`src/psc_pkg.sv`:
```
package psc_pkg;

	// core number format
	localparam int CORE_FRAC  = 30;
	localparam int CORE_STEPS = 28;
	localparam int CORE_WIDTH = 32;
	localparam int KEY_WIDTH  = 32;

	// start vector: 0.99 divided by the gain of all steps, 30 fraction bits
	localparam logic signed [CORE_WIDTH-1:0] START_X = 32'sd645512545;

	// atan(2^-i) as a fraction of a turn, 32 fraction bits
	localparam logic signed [CORE_WIDTH-1:0] TURN_ATAN [0:CORE_STEPS-1] = '{
		32'sd536870912, 32'sd316933406, 32'sd167458907, 32'sd85004756,
		32'sd42667331, 32'sd21354465, 32'sd10679838, 32'sd5340245,
		32'sd2670163, 32'sd1335087, 32'sd667544, 32'sd333772,
		32'sd166886, 32'sd83443, 32'sd41722, 32'sd20861,
		32'sd10430, 32'sd5215, 32'sd2608, 32'sd1304,
		32'sd652, 32'sd326, 32'sd163, 32'sd81,
		32'sd41, 32'sd20, 32'sd10, 32'sd5
	};

	// quarter turn removed from the phase
	typedef enum logic [1:0] {
		QUAD_I,
		QUAD_II,
		QUAD_III,
		QUAD_IV
	} psc_quad_t;

	// classified word waiting for the rotation pipeline
	typedef struct packed {
		psc_quad_t                    quad;
		logic signed [CORE_WIDTH-1:0] ang;
	} psc_item_t;

	// rotated vector leaving the pipeline
	typedef struct packed {
		psc_quad_t                    quad;
		logic signed [CORE_WIDTH-1:0] x;
		logic signed [CORE_WIDTH-1:0] y;
	} psc_vec_t;

endpackage

```
`src/psc_front.sv`:
```
module psc_front #(
	parameter int PHASE_WIDTH = 32
) (
	input  logic                                clk,
	input  logic                                arst_n,
	input  logic                                push,
	output logic                                full,
	input  logic [psc_pkg::KEY_WIDTH-1:0]       key,
	input  logic                                pull,
	output logic                                avail,
	output psc_pkg::psc_item_t                  head
);

	localparam int PadBits = psc_pkg::KEY_WIDTH - PHASE_WIDTH;

	logic [psc_pkg::KEY_WIDTH-1:0] phase;
	logic [psc_pkg::KEY_WIDTH-1:0] bias;
	logic [psc_pkg::KEY_WIDTH-1:0] resid;
	psc_pkg::psc_item_t            item;
	psc_pkg::psc_item_t            mem_q [0:1];
	logic                          wr_ptr_q;
	logic                          rd_ptr_q;
	logic [1:0]                    cnt_q;
	logic                          wr;

	// scale the phase to a full 32-bit turn and split off the quadrant
	always_comb begin
		phase     = key << PadBits;
		bias      = phase + 32'h2000_0000;
		resid     = phase - {bias[31:30], 30'd0};
		item.quad = psc_pkg::psc_quad_t'(bias[31:30]);
		item.ang  = signed'(resid);
	end

	// two-entry queue towards the pipeline
	assign full  = (cnt_q == 2'd2);
	assign avail = (cnt_q != 2'd0);
	assign wr    = push && !full;
	assign head  = mem_q[rd_ptr_q];

	always_ff @(posedge clk or negedge arst_n) begin
		if (!arst_n) begin
			wr_ptr_q <= 1'b0;
			rd_ptr_q <= 1'b0;
			cnt_q    <= 2'd0;
		end else begin
			if (wr)
				wr_ptr_q <= !wr_ptr_q;
			if (pull)
				rd_ptr_q <= !rd_ptr_q;
			cnt_q <= cnt_q + {1'b0, wr} - {1'b0, pull};
		end
	end

	always_ff @(posedge clk) begin
		if (wr)
			mem_q[wr_ptr_q] <= item;
	end

endmodule

```
`config.mk`:
```
export PLATFORM = sky130hd
export DESIGN_NAME = psc_front
export DESIGN_NICKNAME = d
export VERILOG_FILES = /design/src/psc_pkg.sv /design/src/psc_front.sv
export SDC_FILE = /design/constraint.sdc
export NUM_CORES = 1
export LEC_CHECK = 0
export ABC_AREA = 1
export BUFFER_PORTS_ARGS = -buffer_cell sky130_fd_sc_hd__buf_2
export CAP_MARGIN = 5
export CORE_ASPECT_RATIO = 1.25
export CORE_MARGIN = 5
export CORE_UTILIZATION = 30
export CTS_CLUSTER_DIAMETER = 80
export DETAILED_ROUTE_END_ITERATION = 16
export GPL_TIMING_DRIVEN = 0
export SLEW_MARGIN = 5
export SYNTH_ARGS = -nofsm -noshare
export SYNTH_HDL_FRONTEND = slang
export SYNTH_SLANG_ARGS = --single-unit
```
`constraint.sdc`:
```
create_clock -name clk -period 6.2 [get_ports clk]
set_clock_uncertainty 0.05 [all_clocks]
set_input_delay 0.93 -clock clk [delete_from_list [all_inputs] [get_ports clk]]
set_output_delay 0.93 -clock clk [all_outputs]
set_load 0.05 [all_outputs]
```
Word-level counts from Yosys, hierarchy flattened
Memory sizes are Yosys's and may differ from the RTL's.
Cells that the tools add are included.
{ "word_totals": {"register_bits": 4, "elab_cells": 16, "ramBits": 68, "n_memories": 1, "out_inout_bits": 36, "in_bits": 36} }
{ "memory_table": {"columns": ["name", "depth", "word_bits", "rd", "rd_clocked_by_memory_dff", "write_ports", "line", "rtl"], "rows": [
  ["mem_q", 2, 34, 1, 0, 1, "psc_front.sv:20", "psc_pkg::psc_item_t mem_q [0:1];"]
]} }
{ "classes": {"n_eq_ne": 1, "addsub": 4, "n_reduce_logical": 5, "mux": 2} }
{ "op_table": {"columns": ["operator", "n"], "rows": [
  ["32-bit by 30-bit adder with 32-bit output (second input constant)", 1],
  ["32-bit subtractor", 1],
  ["1-bit zero test", 3],
  ["2-bit by 1-bit adder with 2-bit output", 1],
  ["2-bit equality test (second input constant)", 1],
  ["1-bit 2-to-1 mux", 2],
  ["2-bit nonzero test", 1],
  ["2-bit by 1-bit subtractor with 2-bit output", 1],
  ["1-bit logical AND", 1]
]} }

Longest topological paths before layout
Gate-level depths: netlist of the first run.
{ "logic_depth": {"depth_word": 5, "mapped_depth": 9, "mapped_depth_nobuf": 9} }

Least setup slack after synthesis of the first run
Ideal clock, no wire load.
{ "synth_timing": {"path_type": "input port to flip-flop", "startpoint": "in push", "endpoint": "mem mem_q[1][0] in the netlist's numbering (enable)", "setup_ps": 425, "path_buffers": 0, "stages": 2, "arrival_time_ps": 2450, "slack_ps": 3275, "t_required_ps": 5725, "cell_sequence": "nand2_1 > nor2_1"} }
{ "synth_via": {"elab_chain_len": 3} }
{ "synth_lines": {"columns": ["element", "line", "rtl"], "rows": [
  ["start, declared", "psc_front.sv:6", "input logic push,"],
  ["1-bit logical AND", "psc_front.sv:38", "assign wr = push && !full;"],
  ["1-bit 2-to-1 mux", "psc_front.sv:56", "if (wr)"],
  ["1-bit 2-to-1 mux (not written as such)", "psc_front.sv:57", "mem_q[wr_ptr_q] <= item;"],
  ["end, declared", "psc_front.sv:20", null]
]} }
Every way passes these cells.

==> run summary, run 1 <==
Outcome
- **status** completed

Pwr
- **total power density per cell area** 570 nW/um2
- **maximum resistive drop on vdd** 0.000367 V
- **Pwr Total** 2.06 mW
- **leakage dissipation** 1.58 nW

Layout
- **antenna diode count** 0
- **total number of nets in the final design** 336
- **area overhead of the layout relative to synthesis** 27.5%
- **layout cell share with drive strength beyond 1** 32.4%
- **final instance area** 3620 um2
- **final-layout fill cell count** 881

Yosys
- **syn avg cell area** 13.3 um2
- **Post-Syn Area** 2840 um2
- **Yosys warnings** 0
- **Post-Syn Instances** 213
- **fraction of post-synthesis cell area in the top cell type by area** 71.9%
- **Seq/Total Area, Yosys** 75.5%
- **cell taking the most area after synthesis** edfxtp_1
- **top cells by area in the synthesized netlist** edfxtp_1, inv_1, nand2_1
- **number of nets produced by synthesis** 253
- **count of distinct cell types in the synthesized netlist** 16
- **#FFs+latches synth** 72

Die
- **site row count** 39
- **effective utilization at floorplan** 30.8%
- **DIE WIDTH** 97.0 um
- **total core area** 9220 um2
- **Die Y-Extent** 119 um
- **area enclosed by the die boundary** 11500 um2
- **# IOs** 72

Timing
- **number of slew-limit violations in the final report** 0
- **setup_tns** 0 ps
- **Max-slew headroom** 46.4%
- **RSZ-0062 raised after global routing** false
- **final hold violation count** 0
- **Final Hold Slack** 356 ps
- **total setup violations reported at the end of the flow** 0
- **post-layout minimum cycle time** 2560 ps
- **maximum clock frequency** 390 MHz
- **slew at the pin closest to its max-slew limit** 802 ps
- **final worst-path setup slack** 3640 ps
- **share of the cycle needed by the critical path after routing** 41.4%

Global route
- **grt ovf** 0
- **largest net degree at the start of global routing** 35
- **initial antenna violation count** 0
- **overall routing resource usage** 10.2%
- **global-route wire length before repair** 8770 um
- **vias in the first global route** 1848

Worst setup path
- **slack of the worst reg-to-reg path** 4520 ps
- **crit start category** flop
- **data required time at the worst endpoint** 5220 ps
- **CP max FO** 10
- **RR Endpoint** mem_q[0][19]$_DFFE_PP_
- **data arrival time at the worst-slack endpoint** 1580 ps
- **R2R cell count** 3
- **Reg2Reg Launch Point** cnt_q[1]$_DFF_PN0_
- **Crit Path Category** flop to output port
- **endpoint type of the worst setup path** output port

Clocking
- **clock tree from TritonCTS** yes
- **number of buffers between clock root and the deepest sink** 2
- **hold bufs inserted after CTS** 0
- **H-tree level count** 3
- **number of clock buffers inserted by TritonCTS** 9
- **number of post-CTS setup repair buffers** 0
- **source-to-sink clock delay at the later pin of the worst-skew pair** 320 ps
- **cell chosen for the clock root** clkbuf_16
- **PostCTS Resize Cnt** 0
- **number of clock sinks** 72
- **clock input transition at the sequential cells of the worst setup and hold paths** 50 ps

Placed design
- **cell area after placement** 3380 um2
- **Detailed Place HPWL** 3740 um
- **worst-case setup slack after placement** 3960 ps
- **final weighted congestion in routability-driven placement** 0.679
- **PortBufs** 71

Routing
- **Detailed Routing Iterations Pass 1** 4
- **average wire per cell in the routed design** 13.0 um
- **detailed-route via count** 1730
- **detailed-route DRC error count** 0
- **Starting DRT DRC Count** 66
- **number of vias per cell after detailed routing** 4.10
- **remaining number of nets flagged by the antenna check after routing** 0
- **DRT Wirelength** 5500 um

Min path
- **hold crit path type** primary input to async pin

Run
- **number of violations of the max-capacitance limit** 0

==> report_power, final <==
group          internal, mW  switching, mW
logic                 0.210          0.730
registers             0.668         0.0266
clock network         0.262          0.167
==> flip-flops by register name, indices dropped and copies added (netlist names) <==
| register | count |
|---|---|
| mem_q | 68 |
| cnt_q | 2 |
| rd_ptr_q | 1 |
| wr_ptr_q | 1 |
==> logic make-up after synthesis <==
group | Yosys count | synth area share (%)
xor+xnor | 4 | 1.23
flops | 72 | 75.5
simple gates | 47 | 6.30
buf+inv | 52 | 8.46
fa+ha+maj | 4 | 1.76
compound gates | 34 | 6.79
==> synth_stat cells <==
cell type,instances
edfxtp_1,68
inv_1,44
nand2_1,44
o21ai_0,23
o21ai_2,6
o21ai_1,5
dfrtp_1,4
ha_1,4
buf_2,3
xor2_1,3
buf_6,2
buf_8,2
nand3_1,2
buf_4,1
nor2_1,1
xnor2_1,1
==> cell type report <==
type                            instances  area (um2)  area share, %
Buffer                                  8        75.1           2.07
Clock buffer                           11         233           6.43
Clock inverter                          3        11.3          0.311
Inverter                               44         165           4.56
Multi-Input combinational cell         89         464           12.8
Sequential cell                        72        2140           59.2
Tap cell                              123         154           4.25
Timing Repair Buffer                   72         375           10.4
==> worst max path at each step <==
stage,startpoint,to,slack (ps),cells past startpoint
global placement,push,mem_q[1][23]$_DFFE_PP_,2210,3
floorplan,push,mem_q[1][0]$_DFFE_PP_,3280,2
global route,rd_ptr_q$_DFFE_PN0P_,head[9],3560,4
detailed placement,rd_ptr_q$_DFFE_PN0P_,head[9],3960,4
finish,rd_ptr_q$_DFFE_PN0P_,head[9],3640,4
CTS,rd_ptr_q$_DFFE_PN0P_,head[9],3610,4
==> layer usage <==
layer / track usage, % / routed length, um / up-vias
met1: 10.9 / 2230 / 802
li1: - / - / 867
met4: 5.79 / 106 / 0
met3: 3.71 / 328 / 10
met2: 17.3 / 2830 / 51
met5: 0 / 0 / -
==> metrics by stage <==
step,instances,util [%]
final,422,39.2
after global routing,422,39.2
after CTS,422,39.2
after detailed placement,408,36.6
after global placement,407,36.3
after floorplan,213,-
==> layout by cell type, fill, tap and decap left out <==
master and count:
buf_6 2, dfrtp_1 4, nor2_4 1, o21ai_2 6, inv_1 43, buf_12 1, ha_1 4, edfxtp_1 68
buf_2 74, clkbuf_1 2, nand3_1 2, o21ai_1 5, clkbuf_16 9, clkinv_1 3, buf_8 2, o21ai_0 23
xnor2_1 1, inv_2 1, nand2_1 44, xor2_1 3, buf_4 1
==> critical path: stages, from the launching register on <==
cell and delay, ps:
dfrtp_1 370, buf_6 130, buf_2 190, o21ai_0 270, buf_2 320
(Power assumes the default switching activity.)
==> inputs of run 2 (changes only) <==
- clock period: 6.2 -> 2.1 ns (I/O delays scaled with it)
==> run summary, run 2 (synthesis results as in run 1) <==
Layout
- **antenna diode count** 0
- **total number of nets in the final design** 337
- **number of flip-flops under the largest register name** 68
- **area overhead of the layout relative to synthesis** 29.4%
- **most common library cell in the layout ignoring fill and taps** buf_2
- **utilization after layout** 39.8%
- **register containing the most flip-flops in the final layout** mem_q
- **leading registers by flop count** mem_q (68), cnt_q (2)
- **layout cell share with drive strength beyond 1** 33.1%
- **leading cell types in the layout, fill and taps excluded** buf_2, edfxtp_1, nand2_1, inv_1, o21ai_0
- **post-route non-filler standard cell count** 425

Timing
- **setup_tns** 0 ps
- **number of slew-limit violations in the final report** 0
- **maximum clock frequency** 533 MHz
- **share of the cycle needed by the critical path after routing** 89.3%
- **RSZ-0062 raised after global routing** false
- **total setup violations reported at the end of the flow** 0
- **final hold violation count** 0
- **slew at the pin closest to its max-slew limit** 770 ps
- **post-layout minimum cycle time** 1880 ps
- **Max-slew headroom** 48.6%
- **Final Hold Slack** 126 ps

Worst setup path
- **CP max FO** 10
- **data arrival time at the worst-slack endpoint** 1510 ps
- **Crit Path Category** flop to output port
- **data required time at the worst endpoint** 1740 ps
- **crit start category** flop
- **endpoint type of the worst setup path** output port

Routing
- **DRT Wirelength** 5230 um
- **Starting DRT DRC Count** 36
- **average wire per cell in the routed design** 12.3 um
- **remaining number of nets flagged by the antenna check after routing** 0
- **detailed-route via count** 1721
- **detailed-route DRC error count** 0
- **Detailed Routing Iterations Pass 1** 4
- **number of vias per cell after detailed routing** 4.05

Global route
- **grt ovf** 0
- **initial antenna violation count** 0
- **global-route wire length before repair** 8570 um
- **vias in the first global route** 1819
- **largest net degree at the start of global routing** 35
- **overall routing resource usage** 9.85%

Clocking
- **hold bufs inserted after CTS** 1
- **cell chosen for the clock root** clkbuf_16
- **clock input transition at the sequential cells of the worst setup and hold paths** 50 ps
- **source-to-sink clock delay at the later pin of the worst-skew pair** 320 ps
- **H-tree level count** 3
- **number of buffers between clock root and the deepest sink** 2
- **clock tree from TritonCTS** yes
- **number of post-CTS setup repair buffers** 0
- **PostCTS Resize Cnt** 0
- **number of clock buffers inserted by TritonCTS** 9
- **number of clock sinks** 72

Die
- **# IOs** 72
- **total core area** 9220 um2
- **effective utilization at floorplan** 30.8%
- **site row count** 39
- **DIE WIDTH** 97.0 um
- **area enclosed by the die boundary** 11500 um2
- **Die Y-Extent** 119 um

Placed design
- **placed cell count** 408
- **final weighted congestion in routability-driven placement** 0.664
- **Detailed Place HPWL** 3670 um
- **PortBufs** 71

Pwr
- **maximum resistive drop on vdd** 0.00117 V
- **total power density per cell area** 1700 nW/um2
- **leakage dissipation** 1.61 nW
- **Pwr Total** 6.23 mW

Min path
- **hold crit path type** primary input to flop

Run
- **number of violations of the max-capacitance limit** 0

Outcome
- **status** completed

run 2: cell types whose count changed in the layout (fill, tap and decap cells not counted), sizes merged:
cell / change
bufinv: +1
dlygate4sd3: +1
clkinv: +1
run 2: metal layers:
metal,share of wire [%],routed length (um),GRT usage [%],vias up
met3,6.4,337,3.77,7
met2,53,2780,17.2,51
met4,1.8,96,5.79,0
met5,0,0,0,-
met1,39,2020,9.96,789
li1,-,-,-,874
run 2: worst paths after layout:
check                                         end  depth (start not counted)            startpoint  slack [ps]
hold reg to reg              wr_ptr_q$_DFFE_PN0P_                          2  wr_ptr_q$_DFFE_PN0P_         450
min in group asynchronous    wr_ptr_q$_DFFE_PN0P_                          2                arst_n         290
setup / recovery                          head[9]                          4  rd_ptr_q$_DFFE_PN0P_         220
setup reg to reg           mem_q[1][18]$_DFFE_PP_                          4    cnt_q[1]$_DFF_PN0_         390
max in group asynchronous    rd_ptr_q$_DFFE_PN0P_                          2                arst_n        1590
hold / removal              mem_q[1][0]$_DFFE_PP_                          1                key[0]         130
run 2: area by class of cell:
| cell class | count | area, um2 |
|---|---|---|
| Buffer | 8 | 75.1 |
| Fill cell | 900 | 5550 |
| Sequential cell | 72 | 2140 |
| Multi-Input combinational cell | 89 | 464 |
| Clock buffer | 11 | 233 |
| Clock inverter | 5 | 47.5 |
| Tap cell | 123 | 154 |
| Timing Repair Buffer | 73 | 393 |
| Inverter | 44 | 165 |
run 2: stage by stage:
step | cell area [um2] | setup WS, ps
after global placement | 3350 | -370
after detailed placement | 3380 | 377
after floorplan | 2840 | 1.36
after CTS | 3670 | 204
after global routing | 3670 | 143
final | 3670 | 224
run 2: worst max-delay path: stages, from the launching register on:
cell and delay, ps:
dfrtp_1 370, buf_6 130, buf_2 180, o21ai_0 210, buf_2 300
run 2: where the power goes:
| group | switching, mW | internal [mW] | total, mW | leakage, nW |
|---|---|---|---|---|
| registers | 0.0801 | 1.97 | 2.05 | 0.680 |
| clock network | 0.513 | 0.906 | 1.42 | 0.138 |
| logic | 2.13 | 0.628 | 2.76 | 0.792 |
==> inputs of run 3 (changes only) <==
- PLACE_DENSITY_LB_ADDON: unset -> 0.3
- SETUP_SLACK_MARGIN: unset -> 0.05
- clock period: 2.1 -> 1.85 ns (I/O delays scaled with it)
==> run summary, run 3 (synthesis results as in run 1) <==
Outcome
- **status** completed

Global route
- **grt ovf** 0
- **largest net degree at the start of global routing** 35
- **overall routing resource usage** 9.95%
- **global-route wire length before repair** 8620 um
- **initial antenna violation count** 0
- **vias in the first global route** 1674

Die
- **Die Y-Extent** 119 um
- **area enclosed by the die boundary** 11500 um2
- **# IOs** 72
- **DIE WIDTH** 97.0 um
- **total core area** 9220 um2
- **effective utilization at floorplan** 30.8%
- **site row count** 39

Routing
- **detailed-route via count** 1740
- **average wire per cell in the routed design** 13.1 um
- **detailed-route DRC error count** 0
- **DRT Wirelength** 5610 um
- **number of vias per cell after detailed routing** 4.07
- **Starting DRT DRC Count** 58
- **remaining number of nets flagged by the antenna check after routing** 0
- **Detailed Routing Iterations Pass 1** 4

Worst setup path
- **crit start category** flop
- **CP max FO** 10
- **CP peak stage delay** 370 ps
- **Crit Path Category** flop to output port
- **slowest stage cell on the critical path** dfrtp_1
- **endpoint type of the worst setup path** output port
- **data required time at the worst endpoint** 1520 ps
- **crit path cell chain** buf_6 -> buf_12 -> buf_8 -> nand2_1 -> o21ai_2 -> buf_4
- **data arrival time at the worst-slack endpoint** 1420 ps
- **R2R cell count** 3

Layout
- **post-route non-filler standard cell count** 427
- **final instance area** 3830 um2
- **leading registers by flop count** mem_q (68), cnt_q (2)
- **number of flip-flops under the largest register name** 68
- **final-layout fill cell count** 884
- **layout cell share with drive strength beyond 1** 34.2%
- **most common library cell in the layout ignoring fill and taps** edfxtp_1
- **register containing the most flip-flops in the final layout** mem_q
- **antenna diode count** 0
- **Sequential cell area** 2140 um2
- **total number of nets in the final design** 339
- **area of combinational cells with multiple inputs** 475 um2
- **utilization after layout** 41.6%
- **area overhead of the layout relative to synthesis** 35.0%
- **leading cell types in the layout, fill and taps excluded** edfxtp_1, nand2_1, inv_1, buf_2, o21ai_1

Min path
- **Hold Path Cell Cnt** 1
- **hold crit path type** primary input to flop

Timing
- **share of the cycle needed by the critical path after routing** 94.3%
- **post-layout minimum cycle time** 1740 ps
- **final hold violation count** 0
- **slew at the pin closest to its max-slew limit** 581 ps
- **RSZ-0062 raised after global routing** true
- **total setup violations reported at the end of the flow** 0
- **maximum clock frequency** 573 MHz
- **final worst-path setup slack** 105 ps
- **Max-slew headroom** 61.2%
- **number of slew-limit violations in the final report** 0

Pwr
- **clock network fraction of design power** 23.3%
- **Pwr Total** 7.64 mW
- **switching part of the total power** 42.1%
- **net switching power** 3.22 mW
- **sequential fraction of design power** 30.4%
- **total power density per cell area** 1990 nW/um2
- **maximum resistive drop on vdd** 0.000981 V
- **leakage dissipation** 1.66 nW
- **P_int** 4.42 mW
- **Gate power share** 46.3%

Clocking
- **H-tree level count** 3
- **clock input transition at the sequential cells of the worst setup and hold paths** 50 ps
- **number of clock buffers inserted by TritonCTS** 9
- **clock tree from TritonCTS** yes
- **number of clock sinks** 72
- **cell chosen for the clock root** clkbuf_16
- **source-to-sink clock delay at the later pin of the worst-skew pair** 320 ps
- **number of buffers between clock root and the deepest sink** 2

Placed design
- **final weighted congestion in routability-driven placement** 0.672
- **PortBufs** 71
- **worst-case setup slack after placement** -57.6 ps
- **Detailed Place HPWL** 3520 um
- **cell area after placement** 3360 um2
- **placed cell count** 407

Run
- **number of violations of the max-capacitance limit** 0

==> run 3: changes by cell type in the layout (fill, tap and decap cells not counted), moves of 2 or more <==
cell	change
buf_2	-33
o21ai_1	+20
clkinvlp_4	+2
clkbuf_4	+5
o21ai_0	-20
buf_12	+2
buf_4	+22
buf_6	+7
==> run 3: worst paths after layout <==
path	startpoint	endpoint	slack, ps
worst max register to register	cnt_q[1]$_DFF_PN0_	mem_q[1][22]$_DFFE_PP_	190
min in group asynchronous	arst_n	cnt_q[0]$_DFF_PN0_	240
max in group asynchronous	arst_n	rd_ptr_q$_DFFE_PN0P_	1380
worst min register to register	wr_ptr_q$_DFFE_PN0P_	wr_ptr_q$_DFFE_PN0P_	430
worst max-delay path	rd_ptr_q$_DFFE_PN0P_	head[27]	110
worst min-delay path	key[21]	mem_q[0][21]$_DFFE_PP_	90
==> run 3: worst max-delay path: cells and delay by family (launching register included) <==
family / cells / cell delay, ps
AO/OA/AOI/OAI: 1 / 60
buffers and inverters: 4 / 600
flip-flops: 1 / 370
AND/OR/NAND/NOR: 1 / 70
==> run 3: cell type report <==
type / instances / area share [%]
Clock inverter: 6 / 2.19
Sequential cell: 72 / 55.9
Timing Repair Buffer: 74 / 13.0
Clock buffer: 10 / 5.97
Buffer: 8 / 2.22
Multi-Input combinational cell: 90 / 12.4
Inverter: 44 / 4.37
Tap cell: 123 / 4.01
==> run 3: what timing repair did <==
action,in CTS,in global routing
resized for setup,25,31
endpoints found under the hold margin,4,0
hold buffers,1,0
setup buffers,0,2
pin swaps,0,1
endpoints found under the setup margin,61,63
gates cloned,1,0
==> run 3: metal layers <==
layer	part of all wire [%]	vias up	global-route usage [%]	wire, um
met5	0	-	0	0
met1	39	807	11.1	2210
met3	5.8	12	3.71	325
li1	-	875	-	-
met2	53	46	16.9	2990
met4	1.6	0	4.48	87
==> run 3: power groups by stage <==
stage,logic (mW),registers (mW),clock network (mW)
global placement,3.17,2.36,0
finish,3.54,2.32,1.78
CTS,3.42,2.33,1.83
global route,3.78,2.35,1.91
detailed placement,3.20,2.36,0
floorplan,2.44,2.34,0
==> run 3: stage by stage <==
stage                     hold slack (ps)  setup TNS [ps]
after CTS                            68.9               0
after floorplan                     -68.1           -2110
after detailed placement             43.7           -1890
final                                89.4               0
after global routing                 73.1               0
after global placement               40.6          -11660
