===== src/psc_pkg.sv =====
package psc_pkg;

	// core number format
	localparam int CORE_FRAC  = 30;
	localparam int CORE_STEPS = 28;
	localparam int CORE_WIDTH = 32;
	localparam int KEY_WIDTH  = 32;

	// start vector: 0.99 divided by the gain of all steps, 30 fraction bits
	localparam logic signed [CORE_WIDTH-1:0] START_X = 32'sd645512545;

	// atan(2^-i) as a fraction of a turn, 32 fraction bits
	localparam logic signed [CORE_WIDTH-1:0] TURN_ATAN [0:CORE_STEPS-1] = '{
		32'sd536870912, 32'sd316933406, 32'sd167458907, 32'sd85004756,
		32'sd42667331, 32'sd21354465, 32'sd10679838, 32'sd5340245,
		32'sd2670163, 32'sd1335087, 32'sd667544, 32'sd333772,
		32'sd166886, 32'sd83443, 32'sd41722, 32'sd20861,
		32'sd10430, 32'sd5215, 32'sd2608, 32'sd1304,
		32'sd652, 32'sd326, 32'sd163, 32'sd81,
		32'sd41, 32'sd20, 32'sd10, 32'sd5
	};

	// quarter turn removed from the phase
	typedef enum logic [1:0] {
		QUAD_I,
		QUAD_II,
		QUAD_III,
		QUAD_IV
	} psc_quad_t;

	// classified word waiting for the rotation pipeline
	typedef struct packed {
		psc_quad_t                    quad;
		logic signed [CORE_WIDTH-1:0] ang;
	} psc_item_t;

	// rotated vector leaving the pipeline
	typedef struct packed {
		psc_quad_t                    quad;
		logic signed [CORE_WIDTH-1:0] x;
		logic signed [CORE_WIDTH-1:0] y;
	} psc_vec_t;

endpackage


===== src/psc_out.sv =====
module psc_out #(
	parameter int OUT_FRAC_BITS = 16
) (
	input  logic                       clk,
	input  logic                       arst_n,
	input  logic                       done,
	input  psc_pkg::psc_vec_t          res,
	output logic                       ready,
	output logic                       empty,
	input  logic                       pop,
	output logic signed [OUT_FRAC_BITS:0] x_out,
	output logic signed [OUT_FRAC_BITS:0] y_out
);

	localparam int Cw = psc_pkg::CORE_WIDTH;
	localparam int Sh = psc_pkg::CORE_FRAC - OUT_FRAC_BITS;
	localparam logic signed [Cw:0] Half = (Cw+1)'(1) <<< (Sh - 1);
	localparam logic signed [Cw:0] Hi   = ((Cw+1)'(1) <<< OUT_FRAC_BITS) - (Cw+1)'(1);
	localparam logic signed [Cw:0] Lo   = -((Cw+1)'(1) <<< OUT_FRAC_BITS);

	typedef struct packed {
		logic signed [OUT_FRAC_BITS:0] x;
		logic signed [OUT_FRAC_BITS:0] y;
	} out_word_t;

	logic signed [Cw-1:0] cv;
	logic signed [Cw-1:0] sv;
	out_word_t            word;
	out_word_t            mem_q [0:1];
	logic                 wr_ptr_q;
	logic                 rd_ptr_q;
	logic [1:0]           cnt_q;
	logic                 wr;
	logic                 rd;

	// round half up, then clamp to the output range
	function automatic logic signed [OUT_FRAC_BITS:0] narrow(input logic signed [Cw-1:0] v);
		logic signed [Cw:0] sum;
		logic signed [Cw:0] r;
		sum = {v[Cw-1], v} + Half;
		r   = sum >>> Sh;
		if (r > Hi)
			r = Hi;
		if (r < Lo)
			r = Lo;
		return r[OUT_FRAC_BITS:0];
	endfunction

	// put the quadrant back
	always_comb begin
		case (res.quad)
			psc_pkg::QUAD_I: begin
				cv = res.x;
				sv = res.y;
			end
			psc_pkg::QUAD_II: begin
				cv = -res.y;
				sv = res.x;
			end
			psc_pkg::QUAD_III: begin
				cv = -res.x;
				sv = -res.y;
			end
			psc_pkg::QUAD_IV: begin
				cv = res.y;
				sv = -res.x;
			end
			default: begin
				cv = res.x;
				sv = res.y;
			end
		endcase
		word.x = narrow(sv);
		word.y = narrow(cv);
	end

	// two-entry result queue
	assign ready = (cnt_q != 2'd2);
	assign empty = (cnt_q == 2'd0);
	assign wr    = ready && done;
	assign rd    = pop && !empty;
	assign x_out = mem_q[rd_ptr_q].x;
	assign y_out = mem_q[rd_ptr_q].y;

	always_ff @(posedge clk or negedge arst_n) begin
		if (!arst_n) begin
			wr_ptr_q <= 1'b0;
			rd_ptr_q <= 1'b0;
			cnt_q    <= 2'd0;
		end else begin
			if (wr)
				wr_ptr_q <= !wr_ptr_q;
			if (rd)
				rd_ptr_q <= !rd_ptr_q;
			cnt_q <= cnt_q + {1'b0, wr} - {1'b0, rd};
		end
	end

	always_ff @(posedge clk) begin
		if (wr)
			mem_q[wr_ptr_q] <= word;
	end

endmodule


===== config.mk =====
export PLATFORM = sky130hd
export DESIGN_NAME = psc_out
export DESIGN_NICKNAME = d
export VERILOG_FILES = /design/src/psc_pkg.sv /design/src/psc_out.sv
export SDC_FILE = /design/constraint.sdc
export NUM_CORES = 1
export LEC_CHECK = 0
export BUFFER_PORTS_ARGS = -buffer_cell sky130_fd_sc_hd__buf_2
export CAP_MARGIN = 20
export CORE_MARGIN = 10
export CORE_UTILIZATION = 50
export DETAILED_ROUTE_END_ITERATION = 8
export GPL_TIMING_DRIVEN = 0
export PLACE_DENSITY_LB_ADDON = 0.2
export SLEW_MARGIN = 25
export SYNTH_ARGS = -nofsm -noshare
export SYNTH_HDL_FRONTEND = slang
export SYNTH_SLANG_ARGS = --single-unit

===== constraint.sdc =====
create_clock -name clk -period 3.3 [get_ports clk]
set_input_delay 0.33 -clock clk [delete_from_list [all_inputs] [get_ports clk]]
set_output_delay 0.33 -clock clk [all_outputs]
set_load 0.01 [all_outputs]

After elaboration in Yosys (flattened, before gate mapping)
Memories as Yosys holds them, arrays and structs flattened.
Cells that the tools add are included.
Widths: inputs -> output; s select.
Storage, ports and cells
  register bits: 4
  memory bits (writable): 68
  bits of input ports: 70
  output and inout bits: 36
  word-level logic and storage cells: 33
  memories: 1
Cells by class
  add/sub/neg operators: 6
  magnitude comparators: 4
  eq/ne operators: 4
  muxes and demuxes: 8
  reduce and logical (&&, ||, !) cells: 7
Memories
  mem_q: words 2, width 34, rd ports 1, clocked after memory_dff 0, wr ports 1, RTL line psc_out.sv:29  | out_word_t mem_q [0:1];
Operators by type and width (count)
  $pmux 32 s4: 2
  $add 32x15->33 const B: 2
  $lt 33x17->1 const B: 2
  $mux 33: 2
  $neg 32->32: 2
  $gt 19x17->1 const B: 2
  $mux 17: 2
  $eq 2x2->1 const B: 2
  $logic_not 2->1: 2
  $logic_not 1->1: 3
  $add 2x1->2: 1
  $eq 2x1->1 const B: 1
  $logic_and 1x1->1: 2
  $mux 1: 2
  $ne 2x2->1 const B: 1
  $sub 2x1->2: 1

Longest topological paths before layout
Gate-level depths: netlist of the first run.
  depth in word-level cells: 7
  mapped depth: 14

Least setup slack after synthesis of the first run
Ideal clock, no wire load.
  kind: input to register
  start point: input port res[21] (netlist bit)
  end point: memory mem_q[0][4] (netlist bit) (data pin)
  library setup time: 0.272 ns
  arrival time: 3.485 ns
  data required time: 3.028 ns
  slack: -0.457 ns
  stages on the path: 12
  buffers on the path: 2
  cells stage by stage: buf_2 -> or4_4 -> or4_1 -> nor3_2 -> o32ai_1 -> o211ai_2 -> nand4_1 -> or3b_1 -> or3_4 -> a211oi_4 -> buf_6 -> a21oi_2
RTL lines
  start: declaration: RTL line psc_out.sv:7  | input psc_pkg::psc_vec_t res,
  end: declaration: RTL line psc_out.sv:29

==> flow_summary.ini, run 1 <==
[status]
run_status = finished, violations left
violations = setup timing

[layout]
fillers = 839
antenna_cells = 0
area_growth_pct = 38.82
nets = 892
finish.utilization_pct = 70.37
drive_gt1_share_pct = 44.35
final_area_um2 = 8417

[detailed_routing]
drt_first_pass_iters = 6
wl_per_cell_um = 25.09
vias = 6655
drtAntennaViolNets = 0
drt_iter0_drc = 812
vias_per_cell = 6.861
drc = 0
drt_wl_total_um = 24340

[timing]
max_freq_mhz = 258.1
slew_violations = 0
timing.hold.ws_ns = 0.3321
slew_headroom_pct = 45.42
final_hold_viol_count = 0
fin_crit_ns = 3.874
period_share_pct = 117.4
skew_ns = 0.006554
rsz0062_at_grt = true
finalWorstSetupSlack_ns = -0.5741
setup_viol = 66
tightest_slew_ns = 0.8156
setup-tns-final_ns = -24.82

[global_routing]
grt_pass1_vias = 6552
grt_pass1_wl_um = 36090
gr-usage-all-layers_pct = 27.25
grt_max_degree = 29
grt_overflow_total = 0
antenna_found_initial = 0

[critical_path]
cp-end-kind = register
critPathLaunchType = input port
cp_common_cell = buf_6
setup.worst_path.class = input port to register
critical-path-top-delay-family = simple AND/OR/NAND/NOR gates
critPathSlowestCell = or4_4
required_ns = 3.37
cpPeakStageDelay_ns = 0.57
cp_num_buf_inv = 5
crit_arrival_ns = 3.94
crit_chain = buf_8 > buf_8 > or4_4 > or4_4 > nor3_4 > o32ai_2 > o211ai_2 > buf_6 > nand4_1 > or3b_4 > or3_4 > a211oi_4 > buf_6 > buf_6 > a21oi_2
cp_max_fo = 5

[clocking]
clkLatencyLatePin_ns = 0.33
root_buffer = clkbuf_16
clk_transition_reported_paths_ns = 0.06
clock_sinks = 72
clock_path_buffers = 2
numCtsBuffers = 9
htreeDepth = 3
cts_tree = done

[floorplanning]
core_um2 = 11960
row_count = 40
dieArea_um2 = 16930
die_x_um = 130.1
ioPinCount = 106
start_util_pct = 50.69
die_height_um = 130.1

[synthesis]
ys_seq_elements = 72
synthFlopType = edfxtp_1
syn_nets = 706
synth_cell_types = 87
yosysTopAreaCellShare_pct = 33.68
syn_avg_cell_area_um2 = 9.594
synthArstFlopShare_pct = 5.556
synth_top_area_cell = edfxtp_1
ys_seq_area_share_pct = 35.33
synth-edff-count = 68
yosysWarningCount = 0
yosys-top-cells-area = edfxtp_1, mux2_2, xnor2_1
synth.most_common_cell = edfxtp_1
synth_area_um2 = 6063
synth_common_cells = edfxtp_1, nand2_1, nor2_1, mux2_2, a21oi_1
synth_cells = 632

[place]
gp_congestion = 1.038
place_hpwl_um = 16680
portBuffers = 99
dpl_cell_area_um2 = 6912

[hold_path]
hp-class = input port to asynchronous set/reset pin

[power_and_ir_drop]
finalPower_mw = 4.022
vdd_drop_max_v = 0.0002983
powerDensity_nw_per_um2 = 477.9
p_leak_nw = 3.061

[run]
max_cap_viol_count = 0
cell families (layout without fill, tap and decap cells):
group           Yosys count  after routing  share of synthesized area (%)
simple gates            235            235                          22.82
compound gates          182            182                          23.05
flops                    72             72                          35.33
buf+inv                  54            245                          3.673
mux                      51             51                          9.389
xor+xnor                 34             34                          4.911
fa+ha+maj                 4              4                         0.8255
layout make-up:
class | count | area (um2) | share of cell area (%)
flip-flops and latches | 72 | 2142 | 25.45
well taps | 147 | 183.9 | 2.185
multi-input cells | 506 | 4355 | 51.75
clock inverters | 4 | 21.27 | 0.2527
repair buffers | 176 | 1177 | 13.99
inverters | 12 | 45.04 | 0.5352
plain buffers | 41 | 255.2 | 3.033
clock buffers | 12 | 236.5 | 2.810
through the flow:
step                      worst slack, ns  cells
after floorplan                   -0.3835    632
after global placement             -1.710    878
after detailed placement           -1.741    880
after CTS                         -0.4003    954
after global routing              -0.6092    970
final                             -0.5741    970
flip-flops by register name, indices dropped and copies added, names as in the netlist:
signal	flops
cnt_q	2
mem_q	68
rd_ptr_q	1
wr_ptr_q	1
placed cells by master (no fill, tap or decap), types with 5 or more instances in the layout:
master     count
nand3_1       14
nand2_1       49
o21ai_1        5
a31oi_1       12
mux2_2        37
nand4_1       14
nand4b_1       5
nor3_4         5
buf_4         67
or3_1          7
xor2_1        11
nor4_4        12
buf_6         16
o21ai_0       15
and3_1         9
buf_2         99
clkbuf_2       9
nor2b_1        8
clkbuf_16      9
mux2i_1       11
nor3_1        18
o22ai_1        5
a21oi_1       14
or4_4          6
inv_1         11
a41oi_1        5
xnor2_1       21
nor2_1        37
a21oi_4       19
a311o_1       10
clkbuf_1      16
o211ai_1       8
o31ai_1        5
edfxtp_1      68
a21oi_2       13
per-layer routing:
metal | wire (um) | global-route usage [%] | vias to the layer above
met1 | 9359 | 31.96 | 3134
met4 | 1209 | 15.61 | 0
met2 | 11440 | 45.07 | 521
met3 | 2330 | 6.085 | 100
li1 | - | - | 2900
met5 | 0 | 0 | -
power breakdown:
| part | total [mW] | internal, mW | switching (mW) | leakage, nW |
|---|---|---|---|---|
| Combinational | 1.81 | 0.783 | 1.03 | 2.26 |
| Clock | 0.841 | 0.503 | 0.338 | 0.126 |
| Sequential | 1.37 | 1.31 | 0.0641 | 0.675 |
path summary, 6_finish.rpt:
check | from | to | depth (start not counted) | slack [ns]
worst max-delay path | res[14] | mem_q[0][4]$_DFFE_PP_ | 15 | -0.57
worst min-delay path | arst_n | rd_ptr_q$_DFFE_PN0P_ | 2 | 0.33
worst max register to register | cnt_q[1]$_DFF_PN0_ | cnt_q[1]$_DFF_PN0_ | 7 | 1.70
worst min register to register | cnt_q[1]$_DFF_PN0_ | cnt_q[1]$_DFF_PN0_ | 1 | 0.51
max in group asynchronous | arst_n | wr_ptr_q$_DFFE_PN0P_ | 2 | 2.85
min in group clk | done | wr_ptr_q$_DFFE_PN0P_ | 3 | 0.40
timing repair:
action,4_1_cts,5_1_grt
pin swaps,27,37
endpoints found under the setup margin,68,68
buffers inserted,56,22
gates resized for setup,84,78
hold buffers,1,0
gates cloned,2,0
hold endpoints to repair,4,0
(Power assumes the default switching activity.)
==> run 2, diff against run 1 <==
--- a/config.mk
+++ b/config.mk
@@ -8,7 +8,7 @@
 export BUFFER_PORTS_ARGS = -buffer_cell sky130_fd_sc_hd__buf_2
 export CAP_MARGIN = 20
 export CORE_MARGIN = 10
-export CORE_UTILIZATION = 50
+export CORE_UTILIZATION = 40
 export DETAILED_ROUTE_END_ITERATION = 8
 export GPL_TIMING_DRIVEN = 0
 export PLACE_DENSITY_LB_ADDON = 0.2
==> flow_summary.ini, run 2 (same netlist as run 1, synthesis figures left out) <==
[clocking]
clock_sinks = 72
cts_tree = done
clk_transition_reported_paths_ns = 0.06
htreeDepth = 3
numCtsBuffers = 9
clock_path_buffers = 2
root_buffer = clkbuf_16
clkLatencyLatePin_ns = 0.33

[critical_path]
required_ns = 3.36
cp_num_buf_inv = 4
cp-end-kind = register
crit_arrival_ns = 3.79
critPathSlowestCell = nor2_1
critical-path-top-delay-family = simple AND/OR/NAND/NOR gates
cp_max_fo = 10
setup.worst_path.class = input port to register
cpPeakStageDelay_ns = 0.75
cp.depth = 11
rr_worst_depth = 4
critPathLaunchType = input port
cp-startpoint = res[64]
timing.rr.start = cnt_q[1]$_DFF_PN0_
crit_chain = buf_2 > clkbuf_2 > nor2_1 > clkbuf_1 > a311o_1 > nand4_1 > nor4_4 > nand2_1 > a32oi_2 > buf_4 > o21ai_1

[power_and_ir_drop]
powerDensity_nw_per_um2 = 518.2
combPwrFrac_pct = 40.8
switching_power_mw = 1.385
power.internal_mw = 2.772
p_leak_nw = 2.853
vdd_drop_max_v = 0.0003460
seq_power_share_pct = 32.8
switching_share_pct = 33.32
p_clk_share_pct = 26.4
finalPower_mw = 4.157

[layout]
top_register = mem_q
largest_reg_flops = 68
nets = 863
drive_gt1_share_pct = 39.17
final_cell_mix = buf_2, edfxtp_1, nand2_1
area_growth_pct = 32.32
layout_commonest_cell = buf_2
largestRegisters = mem_q: 68 flops, cnt_q: 2 flops
finish.utilization_pct = 54.58
fillers = 1333
antenna_cells = 0

[global_routing]
grt_pass1_vias = 6163
antenna_found_initial = 0
grt_overflow_total = 0
gr-usage-all-layers_pct = 21.51
grt_max_degree = 19
grt_pass1_wl_um = 35050

[timing]
max_freq_mhz = 267.8
skew_ns = 0.004973
fin_crit_ns = 3.735
finalWorstSetupSlack_ns = -0.4346
slew_violations = 0
final_hold_viol_count = 0
rsz0062_at_grt = true
tightest_slew_ns = 0.9284
period_share_pct = 113.2
slew_headroom_pct = 37.88
setup_viol = 66

[detailed_routing]
vias_per_cell = 6.441
drtAntennaViolNets = 0
drc = 0
drt_iter0_drc = 641
vias = 6299
wl_per_cell_um = 23.36
drt_first_pass_iters = 6
drt_wl_total_um = 22850

[floorplanning]
core_um2 = 14700
row_count = 44
die_x_um = 143.1
ioPinCount = 106
start_util_pct = 41.25
dieArea_um2 = 20480
die_height_um = 143.1

[place]
place_hpwl_um = 16820
portBuffers = 99
gp_congestion = 1.010
pre_cts_slack_ns = -1.746

[hold_path]
hp-class = input port to asynchronous set/reset pin

[run]
max_cap_viol_count = 0

[status]
run_status = finished, violations left
violations = setup timing
==> run 2: changes by cell type in the layout (fill, tap and decap cells not counted), moves of 3 or more <==
cell / before / now
buf_6: 16 / 8
o31ai_1: 5 / 8
a21oi_1: 14 / 26
clkinvlp_4: 0 / 4
o31ai_2: 3 / 0
buf_12: 3 / 0
buf_4: 67 / 47
a21oi_4: 19 / 9
nor4_4: 12 / 9
bufinv_16: 0 / 3
a221oi_4: 4 / 1
clkbuf_2: 9 / 6
==> run 2: layout make-up <==
| cell class | count | area (um2) | area share (%) |
|---|---|---|---|
| multi-input cells | 506 | 4086 | 50.94 |
| flip-flops and latches | 72 | 2142 | 26.70 |
| repair buffers | 147 | 947.2 | 11.81 |
| well taps | 184 | 230.2 | 2.870 |
| plain buffers | 41 | 226.5 | 2.823 |
| clock buffers | 9 | 225.2 | 2.807 |
| clock inverters | 7 | 120.1 | 1.497 |
| inverters | 12 | 45.04 | 0.5614 |
==> run 2: worst paths after layout <==
check	end	slack (ns)
setup / recovery	mem_q[1][17]$_DFFE_PP_	-0.43
hold / removal	cnt_q[0]$_DFF_PN0_	0.34
setup reg to reg	mem_q[0][4]$_DFFE_PP_	1.60
hold reg to reg	cnt_q[1]$_DFF_PN0_	0.50
max in group asynchronous	rd_ptr_q$_DFFE_PN0P_	2.84
min in group clk	wr_ptr_q$_DFFE_PN0P_	0.39
==> run 2: through the flow <==
step / hold WS, ns / cell area (um2) / setup TNS (ns) / instances
2_1_floorplan: 0.03441 / 6177 / -15.51 / 632
4_1_cts: 0.3262 / 7755 / -17.94 / 968
6_report: 0.3414 / 8023 / -25.46 / 978
3_5_place_dp: 0.1399 / 6967 / -102.09 / 917
5_1_grt: 0.3518 / 8023 / -27.93 / 978
3_3_place_gp: 0.1362 / 6903 / -100.74 / 915
==> run 2: power groups by stage <==
stage                     sequential [mW]  clock (mW)  combinational [mW]
after floorplan                      1.37           0               0.977
after global placement               1.38           0                1.49
after detailed placement             1.39           0                1.57
after CTS                            1.37        1.11                1.64
after global routing                 1.39        1.15                1.83
final                                1.37        1.10                1.70
==> run 2: repair_timing <==
action / CTS / global route
resized for setup: 46 / 44
endpoints found under the setup margin: 68 / 68
gates cloned: 1 / 0
hold buffers: 1 / 0
hold endpoints to repair: 4 / 0
setup buffers: 34 / 10
pin swaps: 19 / 22
==> run 2: routing by layer <==
metal | global-route usage [%] | vias to the layer above | routed length (um)
met5 | 0 | - | 0
met2 | 34.81 | 374 | 10510
met4 | 9.175 | 0 | 872
met1 | 27.10 | 3015 | 9382
met3 | 4.610 | 79 | 2083
li1 | - | 2831 | -
==> run 3, diff against run 2 <==
--- a/config.mk
+++ b/config.mk
@@ -5,11 +5,11 @@
 export SDC_FILE = /design/constraint.sdc
 export NUM_CORES = 1
 export LEC_CHECK = 0
-export BUFFER_PORTS_ARGS = -buffer_cell sky130_fd_sc_hd__buf_2
 export CAP_MARGIN = 20
 export CORE_MARGIN = 10
-export CORE_UTILIZATION = 40
+export CORE_UTILIZATION = 49
 export DETAILED_ROUTE_END_ITERATION = 8
+export DONT_BUFFER_PORTS = 1
 export GPL_TIMING_DRIVEN = 0
 export PLACE_DENSITY_LB_ADDON = 0.2
 export SLEW_MARGIN = 25
==> flow_summary.ini, run 3 (same netlist as run 1, synthesis figures left out) <==
[timing]
final_hold_viol_count = 0
slew_headroom_pct = 40.54
rsz0062_at_grt = true
setup_viol = 62
period_share_pct = 110.3
fin_crit_ns = 3.639
slew_violations = 0
finalWorstSetupSlack_ns = -0.3388
skew_ns = 0.004353
max_freq_mhz = 274.8
tightest_slew_ns = 0.8919

[floorplanning]
die_x_um = 131.2
dieArea_um2 = 17220
core_um2 = 12060
row_count = 40
die_height_um = 131.2
ioPinCount = 106
start_util_pct = 50.27

[layout]
final_area_um2 = 7717
area_growth_pct = 27.28
largestRegisters = mem_q: 68 flops, cnt_q: 2 flops
layout_commonest_cell = edfxtp_1
final_cell_mix = edfxtp_1, buf_4, nand2_1
antenna_cells = 0
multi_input_area_um2 = 4247
nets = 777
finish.utilization_pct = 63.98
fillers = 953
seq_area_um2 = 2142
top_register = mem_q
largest_reg_flops = 68
drive_gt1_share_pct = 34.46

[global_routing]
grt_pass1_wl_um = 33710
gr-usage-all-layers_pct = 24.29
grt_overflow_total = 0
grt_pass1_vias = 5861
grt_max_degree = 24
antenna_found_initial = 0

[power_and_ir_drop]
p_leak_nw = 2.528
vdd_drop_max_v = 0.0002679
finalPower_mw = 3.799
powerDensity_nw_per_um2 = 492.2

[critical_path]
cpPeakStageDelay_ns = 0.53
r2r_slack_ns = 1.52
required_ns = 3.37
critical-path-top-delay-family = simple AND/OR/NAND/NOR gates
critPathLaunchType = input port
crit_chain = clkbuf_1 > or4_4 > nor3_1 > a31oi_1 > o311a_1 > a211oi_4 > nand4_1 > or3b_4 > or3_4 > a211oi_4 > buf_6 > buf_8 > a21oi_2
cp-end-kind = register
crit_arrival_ns = 3.71
cp_common_cell = a211oi_4
critPathSlowestCell = or4_4
cp_num_buf_inv = 3
cp_max_fo = 9
setup.worst_path.class = input port to register

[hold_path]
hp-class = input port to asynchronous set/reset pin

[detailed_routing]
drt_first_pass_iters = 8
vias = 6094
drc = 0
drt_iter0_drc = 780
vias_per_cell = 6.957
drtAntennaViolNets = 0
drt_wl_total_um = 22580
wl_per_cell_um = 25.78

[clocking]
clkLatencyLatePin_ns = 0.33
clock_path_buffers = 2
numCtsBuffers = 9
clock_sinks = 72
htreeDepth = 3
cts_tree = done
clk_transition_reported_paths_ns = 0.05
root_buffer = clkbuf_16

[run]
max_cap_viol_count = 0

[place]
dpl_cell_area_um2 = 6451
place_hpwl_um = 16150
gp_congestion = 0.9953
portBuffers = 0

[status]
violations = setup timing
run_status = finished, violations left
[run 3: cell types whose count changed in the layout (fill, tap and decap cells not counted), moves of 4 or more]
| cell | before | now |
|---|---|---|
| a21oi_1 | 26 | 15 |
| a21oi_2 | 11 | 15 |
| a21oi_4 | 9 | 16 |
| buf_2 | 100 | 5 |
| buf_4 | 47 | 53 |
[run 3: worst paths after layout]
| path | startpoint | to | cells after the start |
|---|---|---|---|
| worst max-delay path | res[50] | mem_q[1][11]$_DFFE_PP_ | 13 |
| worst min-delay path | arst_n | cnt_q[1]$_DFF_PN0_ | 1 |
| worst max register to register | cnt_q[1]$_DFF_PN0_ | cnt_q[1]$_DFF_PN0_ | 7 |
| worst min register to register | cnt_q[1]$_DFF_PN0_ | cnt_q[1]$_DFF_PN0_ | 1 |
| max in group asynchronous | arst_n | cnt_q[0]$_DFF_PN0_ | 1 |
| min in group clk | done | wr_ptr_q$_DFFE_PN0P_ | 2 |
[run 3: area by class of cell]
class / instances / area share (%)
repair buffers: 61 / 6.826
clock buffers: 9 / 2.918
multi-input cells: 506 / 55.03
flip-flops and latches: 72 / 27.76
plain buffers: 41 / 3.356
inverters: 12 / 0.5837
well taps: 168 / 2.724
clock inverters: 7 / 0.8106
[run 3: power breakdown]
part	internal, mW	switching [mW]	total (mW)
sequential	1.31	0.0623	1.37
clock	0.576	0.342	0.917
combinational	0.613	0.900	1.51
[run 3: timing repair]
| item | 4_1_cts | 5_1_grt |
|---|---|---|
| hold buffers | 1 | 0 |
| hold endpoints to repair | 4 | 0 |
| setup buffers | 34 | 22 |
| setup endpoints to repair | 68 | 66 |
| cloned | 2 | 0 |
| gates resized for setup | 73 | 46 |
| pin swaps | 37 | 20 |
[run 3: stage by stage]
| stage | std cells | setup slack, ns | hold slack [ns] | TNS [ns] |
|---|---|---|---|---|
| floorplan | 632 | -0.3835 | 0.03441 | -15.51 |
| global placement | 800 | -1.632 | 0.03455 | -86.64 |
| detailed placement | 802 | -1.629 | 0.03454 | -88.38 |
| CTS | 854 | -0.3397 | 0.2637 | -10.32 |
| global route | 876 | -0.4066 | 0.2725 | -17.02 |
| finish | 876 | -0.3388 | 0.2659 | -11.44 |
[run 3: metal layers]
metal  track usage [%]  vias to the layer above  part of all wire, %
met3             6.288                       77                   10
met2             39.57                      408                   46
met5                 0                        -                    0
li1                  -                     2665                    -
met4             12.13                        0                  4.6
met1             29.02                     2944                   39
